`src/rtl/core/cpsc_pkg.sv`:
```
package cpsc_pkg;

  // Fixed widths of the item fields.
  localparam int ID_W = 10;
  localparam int OP_W = 2;

  // Operation codes on the op input.
  localparam logic [OP_W-1:0] OP_PAIR   = 2'd0;
  localparam logic [OP_W-1:0] OP_MEMBER = 2'd1;
  localparam logic [OP_W-1:0] OP_QUERY  = 2'd2;

  // Result kinds.
  localparam logic KIND_ANSWER = 1'b0;
  localparam logic KIND_REJECT = 1'b1;

  // Defaults for the top level parameters.
  localparam int DEF_MAX_PAIRS = 1024;
  localparam int DEF_NUM_IDS   = 1024;

  // Membership epoch tag width and command queue depth.
  localparam int EP_W    = 8;
  localparam int Q_DEPTH = 2;

  // Command carried from the front to the back.
  typedef enum logic [1:0] {
    CMD_PAIR,
    CMD_MEMBER,
    CMD_QUERY
  } cmd_e;

  typedef struct packed {
    cmd_e            cmd;
    logic [ID_W-1:0] first_id;
    logic [ID_W-1:0] second_id;
  } cmd_t;

  // Queue status seen by both sides.
  typedef struct packed {
    logic full;
    logic empty;
  } q_status_t;

  // Back end sequencer states.
  typedef enum logic [1:0] {
    BK_CLEAR,
    BK_RUN,
    BK_SCAN
  } back_state_e;

endpackage

```
`src/rtl/core/cpsc_fifo.sv`:
```
module cpsc_fifo
  import cpsc_pkg::*;
(
  input  logic      clk_i,
  input  logic      rst_ni,
  input  logic      push_i,
  input  cmd_t      push_data_i,
  input  logic      pop_i,
  output cmd_t      pop_data_o,
  output q_status_t status_o
);

  localparam int PTR_W = (Q_DEPTH > 1) ? $clog2(Q_DEPTH) : 1;
  localparam int CNT_W = $clog2(Q_DEPTH + 1);

  cmd_t             mem_q [Q_DEPTH];
  logic [PTR_W-1:0] wr_ptr_q, wr_ptr_d;
  logic [PTR_W-1:0] rd_ptr_q, rd_ptr_d;
  logic [CNT_W-1:0] cnt_q, cnt_d;

  // Pointer and fill count update.
  always_comb begin
    wr_ptr_d = wr_ptr_q;
    rd_ptr_d = rd_ptr_q;
    cnt_d    = cnt_q;
    if (push_i) begin
      wr_ptr_d = (wr_ptr_q == PTR_W'(Q_DEPTH - 1)) ? '0 : wr_ptr_q + 1'b1;
    end
    if (pop_i) begin
      rd_ptr_d = (rd_ptr_q == PTR_W'(Q_DEPTH - 1)) ? '0 : rd_ptr_q + 1'b1;
    end
    if (push_i && !pop_i) begin
      cnt_d = cnt_q + 1'b1;
    end else if (!push_i && pop_i) begin
      cnt_d = cnt_q - 1'b1;
    end
  end

  always_ff @(posedge clk_i or negedge rst_ni) begin
    if (!rst_ni) begin
      wr_ptr_q <= '0;
      rd_ptr_q <= '0;
      cnt_q    <= '0;
    end else begin
      wr_ptr_q <= wr_ptr_d;
      rd_ptr_q <= rd_ptr_d;
      cnt_q    <= cnt_d;
    end
  end

  // Storage for queued beats.
  always_ff @(posedge clk_i) begin
    if (push_i) begin
      mem_q[wr_ptr_q] <= push_data_i;
    end
  end

  assign pop_data_o      = mem_q[rd_ptr_q];
  assign status_o.full   = (cnt_q == CNT_W'(Q_DEPTH));
  assign status_o.empty  = (cnt_q == '0);

`ifndef SYNTH
  a_no_overflow: assert property (@(posedge clk_i) disable iff (!rst_ni)
    status_o.full |-> !(push_i && !pop_i))
    else $error("command queue overflow");

  a_no_underflow: assert property (@(posedge clk_i) disable iff (!rst_ni)
    pop_i |-> !status_o.empty)
    else $error("command queue underflow");
`endif

endmodule

```
`config.mk`:
```
export PLATFORM = sky130hd
export DESIGN_NAME = cpsc_fifo
export DESIGN_NICKNAME = d
export VERILOG_FILES = /design/src/rtl/core/cpsc_pkg.sv /design/src/rtl/core/cpsc_fifo.sv
export SDC_FILE = /design/constraint.sdc
export NUM_CORES = 1
export LEC_CHECK = 0
export BUFFER_PORTS_ARGS = -buffer_cell sky130_fd_sc_hd__buf_2
export CAP_MARGIN = 20
export CORE_MARGIN = 4
export CORE_UTILIZATION = 50
export CTS_CLUSTER_SIZE = 20
export DETAILED_ROUTE_END_ITERATION = 12
export HOLD_SLACK_MARGIN = 0.08
export PLACE_DENSITY = 0.77
export REMOVE_ABC_BUFFERS = 1
export SETUP_SLACK_MARGIN = 0.4
export SYNTH_ARGS = -nofsm -noshare
export SYNTH_HDL_FRONTEND = slang
export SYNTH_SLANG_ARGS = --single-unit
```
`constraint.sdc`:
```
create_clock -name clk_i -period 2.2 [get_ports clk_i]
set_input_delay 0.11 -clock clk_i [delete_from_list [all_inputs] [get_ports clk_i]]
set_output_delay 0.11 -clock clk_i [all_outputs]
set_load 0.1 [all_outputs]
```
==> results.ini, run 1 <==
[outcome]
outcome=complete, no violations

[sta]
setup_viol=0
tns_ns=0
rsz0062_at_grt=false
skew_ns=0.007613
worst_pin_slew_ns=0.4921
min_period_over_period=0.7900
final-hold-violation-count=0
timing.final.max_slew_violations=0
min_period_ns=1.738
slew_headroom=0.6742
fmax_mhz=575.4

[finish]
antenna_cells=0
post_route_cells_drive_above_1_share=0.4912
final_nets=197
multi_input_area_um2=332.8
seqCellArea_um2=1423
area_growth_pct=39.41
nFillCells=208

[critical_path]
slowest_delay_ns=0.47
required_ns=2.09
crit_buf_inv=2
critPathTopFamily=buffers and inverters
cpMaxStageDelayCell=dfrtp_2
worstSetupEndpointType=output pin
arrival_ns=1.63
critPathLaunch=rd_ptr_q
endpoint=pop_data_o[1]
ff2ff_path_depth=2
crit_path_start_kind=flip-flop
r2r_setup_slack_ns=0.85
path_cells=buf_12 -> mux2_2 -> buf_2
worstSetupPathType=flip-flop to output pin
crit_fanout=17
reg2reg_to=mem_q[1][6]
path_depth=3
r2r-start=wr_ptr_q

[synthesis]
synth_fa_ha_area_frac=0.007037
synth_compound_area_frac=0
yosys_warnings=0
yosys.cell_count.top_type=edfxtp_1
async_reset_ff_frac=0.08333
yosysUniqueCellTypes=11
synth_top_area_share=0.7431
synth-simple-area-share=0.01478
ys_seq_area_frac=0.7994
avgSynthCellArea_um2=21.17
syn_inst=84
synth_mux_area_frac=0.1393
synth_commonest_cells=edfxtp_1, mux2_2, dfrtp_1, xor2_1
syn_area_um2=1778
synthTopCellsByArea=edfxtp_1, mux2_2, dfrtp_1
synth_ff_type=edfxtp_1
synth-edff-count=44
synth_top_family_by_area=multiplexers
synth_xor_area_frac=0.02463
yosys.area.top_type=edfxtp_1
synth_seq_cells=48

[grt]
grtUsageTotal=0.1438
first_global_vias=1066
grt_pass1_wl_mm=4.581
grt_overflow=0
grt_max_degree=18
antenna_found_initial=0

[floorplanning]
core_um2=3390
ios=50
rows=21
start_util=0.5245
dieArea_um2=4574
die_w_um=67.63
fp.dieH_um=67.63

[placed_design]
port_buffers=49
dp_hpwl_mm=2.009
place_congestion=0.6321

[clocking]
path_clk_slew_ns=0.12
cts.sinks=48
cts_made_buffers=5
h-tree-depth=2
cts_tree=built
cts_root_buffer=clkbuf_4
clock_latency_ns=0.35
cts_buffer_depth=2

[detailed_routing]
via_per_inst=4.622
drc_errors=0
vias=1003
ant_nets=0
dr.pass1.iters=3
wirelength_mm=3.001
drt_iter0_markers=29
post_drt_wl_per_cell_um=13.83

[flow_run]
max_cap_viol_count=0

[min_path]
holdCritPathClass=primary input to flip-flop

cells in the final DEF (no fill, tap or decap), drive strengths merged:
cell         instances
and2                 1
clkbuf              17
xnor2                1
mux2                22
nor2                 2
buf                 45
clkinv               1
edfxtp              44
dfrtp                4
nor2b                2
xor2                 4
dlygate4sd3         26
ha                   1
inv                  1
area by class of cell:
cell class	count	share of cell area
well taps	46	0.02322
repair buffers	81	0.2473
clock buffers	7	0.01817
clock inverters	1	0.001514
multi-input cells	33	0.1343
inverters	1	0.001514
flip-flops and latches	48	0.5740
per-stage QoR:
stage	util	cell area (µm²)	instances	hold WS (ns)	setup WS, ns
after floorplan	-	1755	82	-0.1856	0.3369
after global placement	0.6242	2116	181	-0.08188	0.7471
after detailed placement	0.6242	2116	181	-0.07593	0.7149
after CTS	0.7195	2439	215	0.4529	0.4002
after global routing	0.7313	2479	217	0.4553	0.4158
final	0.7313	2479	217	0.4783	0.4621
worst register-to-register path, cell delays in order (launching register included):
cell and delay (ns):
dfrtp_1 0.41, and2_1 0.45, buf_12 0.22
routing by layer:
| metal | wire, µm | global-route usage |
|---|---|---|
| met4 | 66 | 0.08608 |
| met5 | 0 | 0 |
| met1 | 1140 | 0.1505 |
| met3 | 196 | 0.03993 |
| met2 | 1598 | 0.2539 |
registers in the layout (all words and copies together), names as in the netlist:
signal and flops:
wr_ptr_q 1, rd_ptr_q 1, mem_q 44, cnt_q 2
logic make-up (layout without fill, tap and decap cells):
kind of cell / after synthesis / in the layout
buffers and inverters: 3 / 90
adders and majority gates: 1 / 1
muxes: 22 / 22
DFF: 48 / 48
xor gates and xnor gates: 5 / 5
and+or+nand+nor: 5 / 5
how the worst min path moves through the flow:
stage               depth (start not counted)             from           end
floorplan                                   0           rst_ni      cnt_q[0]
global placement                            1           rst_ni      cnt_q[1]
detailed placement                          1           rst_ni      cnt_q[1]
CTS                                         2   push_data_i[2]   mem_q[0][2]
global route                                2  push_data_i[17]  mem_q[1][17]
finish                                      2  push_data_i[20]  mem_q[1][20]
repair_timing:
action                                  4_1_cts  5_1_grt
hold buffers                                 26        0
gates cloned                                  0        0
gates resized for setup                       6       10
setup buffers                                 0        2
hold endpoints to repair                     50        0
endpoints found under the setup margin       16       11
Power of run 1 is left out: the tool's default activity adds up to more than one toggle a clock period on the data nets, which glitch-free logic cannot reach.
==> run 2: changes to the inputs <==
--- a/config.mk
+++ b/config.mk
@@ -5,6 +5,7 @@
 export SDC_FILE = /design/constraint.sdc
 export NUM_CORES = 1
 export LEC_CHECK = 0
+export ABC_AREA = 1
 export BUFFER_PORTS_ARGS = -buffer_cell sky130_fd_sc_hd__buf_2
 export CAP_MARGIN = 20
 export CORE_MARGIN = 4
==> constraint.sdc (replaced) <==
create_clock -name clk_i -period 1.77 [get_ports clk_i]
set_input_delay 0.0885 -clock clk_i [delete_from_list [all_inputs] [get_ports clk_i]]
set_output_delay 0.0885 -clock clk_i [all_outputs]
set_load 0.1 [all_outputs]
==> run 2 against run 1 <==
Net effect: count of clock-buffer cells in the layout decreased by 2; first-iteration DRC count grew to 2.8 times the previous value; worst hold slack worse by 0.046 ns; via count is 15% higher; register-to-register slack worse by 0.29 ns; synthesized cell count grew 11%; non-clock buffer count rose by 3; die area rose by 0.99%; core utilization grew 14 points; cell area rose by 20%; highest routed layer unchanged.
==> results.ini, run 2 <==
[sta]
timing.final.max_slew_violations=0
rsz0062_at_grt=true
setup_viol=0
tns_ns=0
slew_headroom=0.8002
skew_ns=0.008120
fmax_mhz=587.0
worst_pin_slew_ns=0.2997
final-hold-violation-count=0
min_period_over_period=0.9625
postLayoutSetupSlackWorst_ns=0.06630
min_period_ns=1.704

[clocking]
cts_root_buffer=clkbuf_4
clock_latency_ns=0.36
h-tree-depth=2
cts_tree=built
cts_made_buffers=5
cts_buffer_depth=2
cts.sinks=48
path_clk_slew_ns=0.14

[floorplanning]
core_um2=3416
start_util=0.5264
die_w_um=67.97
fp.dieH_um=67.97
ios=50
rows=21
dieArea_um2=4619

[critical_path]
worstSetupPathType=flip-flop to output pin
crit_path_start_kind=flip-flop
arrival_ns=1.62
crit_buf_inv=3
critPathTopFamily=buffers and inverters
slowest_delay_ns=0.45
worstSetupEndpointType=output pin
path_cells=buf_6 -> clkbuf_16 -> mux2_4 -> buf_12
cpMaxStageDelayCell=dfrtp_1
required_ns=1.68
crit_fanout=5

[finish]
antenna_cells=0
post-route-util=0.8718
final_cell_mix=edfxtp_1, dlygate4sd3_1, buf_2, buf_12, mux2_4
top_regs=mem_q x44, cnt_q x2
fin_area_um2=2978
final_common_cell=edfxtp_1
post_route_cells_drive_above_1_share=0.4863
final_nets=209
area_growth_pct=65.62
top_register=mem_q
largest_reg_flops=44

[grt]
grtUsageTotal=0.1852
first_global_vias=1216
grt_max_degree=22
grt_pass1_wl_mm=5.878
antenna_found_initial=0
grt_overflow=0

[detailed_routing]
dr.pass1.iters=4
drt_iter0_markers=81
vias=1154
wirelength_mm=4.940
post_drt_wl_per_cell_um=21.57
ant_nets=0
drc_errors=0
via_per_inst=5.039

[placed_design]
port_buffers=49
post_dp_cell_area_um2=2459
dp_hpwl_mm=2.439
place_ws_ns=0.5103
place_congestion=0.6941

[synthesis]
synth-edff-count=44
syn_area_um2=1798
yosysUniqueCellTypes=12
syn_inst=93
synth_commonest_cells=edfxtp_1, mux2_2, inv_1
yosys.cell_count.top_type=edfxtp_1
async_reset_ff_frac=0.08333
synth_ff_type=edfxtp_1
synth_seq_cells=48
yosys.area.top_type=edfxtp_1
avgSynthCellArea_um2=19.33
ys_seq_area_frac=0.7905
synthTopCellsByArea=edfxtp_1, mux2_2, dfrtp_1
yosys_warnings=0
synth_top_area_share=0.7349

[min_path]
holdCritPathClass=primary input to flip-flop

[outcome]
outcome=complete, no violations

[flow_run]
max_cap_viol_count=0

run 2: cell types whose count changed in the layout (fill, tap and decap cells not counted), moves of 2 or more:
cell	change
clkinv_2	+2
nand2_1	+5
buf_4	-7
inv_1	+6
buf_6	+4
buf_12	+22
xor2_1	-2
clkbuf_16	+2
clkbuf_4	-10
mux2_4	+22
mux2_2	-22
clkbuf_1	-2
buf_2	-9
run 2: logic make-up after synthesis:
family,count (synthesis),share of synthesized area
buffers and inverters,9,0.02714
flip-flops,48,0.7905
adder cells (fa/ha/maj),1,0.006958
AND/OR/NAND/NOR,10,0.02296
multiplexers,22,0.1378
XOR/XNOR,3,0.01462
run 2: timing repair:
action,CTS,global route
gates resized for setup,5,24
pin swaps,0,0
hold buffers,26,0
buffers inserted,3,0
setup endpoints to repair,24,24
gates cloned,1,2
hold endpoints to repair,50,0
run 2: worst reg2reg max path: cells and delay by family (launching register included):
kind | cells | cell delay, ns
flops | 1 | 0.43
buf+inv | 2 | 0.38
simple gates | 1 | 0.08
run 2: final timing paths:
kind / startpoint / depth (start not counted) / to / slack [ns]
worst max register to register: wr_ptr_q / 3 / mem_q[1][15] / 0.56
worst min-delay path: pop_i / 3 / rd_ptr_q / 0.43
max in group asynchronous: rst_ni / 3 / cnt_q[0] / 0.96
worst min register to register: wr_ptr_q / 1 / wr_ptr_q / 0.55
min in group asynchronous: rst_ni / 3 / rd_ptr_q / 0.61
worst max-delay path: rd_ptr_q / 4 / pop_data_o[5] / 0.07
run 2: layer usage:
layer | routed length [µm] | track usage
met1 | 1725 | 0.1987
met2 | 2768 | 0.3526
met3 | 329 | 0.05419
met4 | 117 | 0.04467
met5 | 0 | 0
run 2: layout make-up:
cell class / instances / area [µm²]
sequential: 48 / 1421
clock inverter: 3 / 18.77
tap: 46 / 57.56
timing repair buffer: 84 / 1003
multi-input combinational: 36 / 412.9
clock buffer: 5 / 37.54
inverter: 7 / 26.28
fill: 152 / 437.9
run 2: through the flow:
| step | cells | hold WS, ns |
|---|---|---|
| 6_report | 229 | 0.4324 |
| 5_1_grt | 229 | 0.4209 |
| 4_1_cts | 227 | 0.4271 |
| 3_5_place_dp | 189 | -0.09321 |
| 3_3_place_gp | 189 | -0.1040 |
| 2_1_floorplan | 91 | -0.2071 |
Power of run 2 is left out for the same reason.
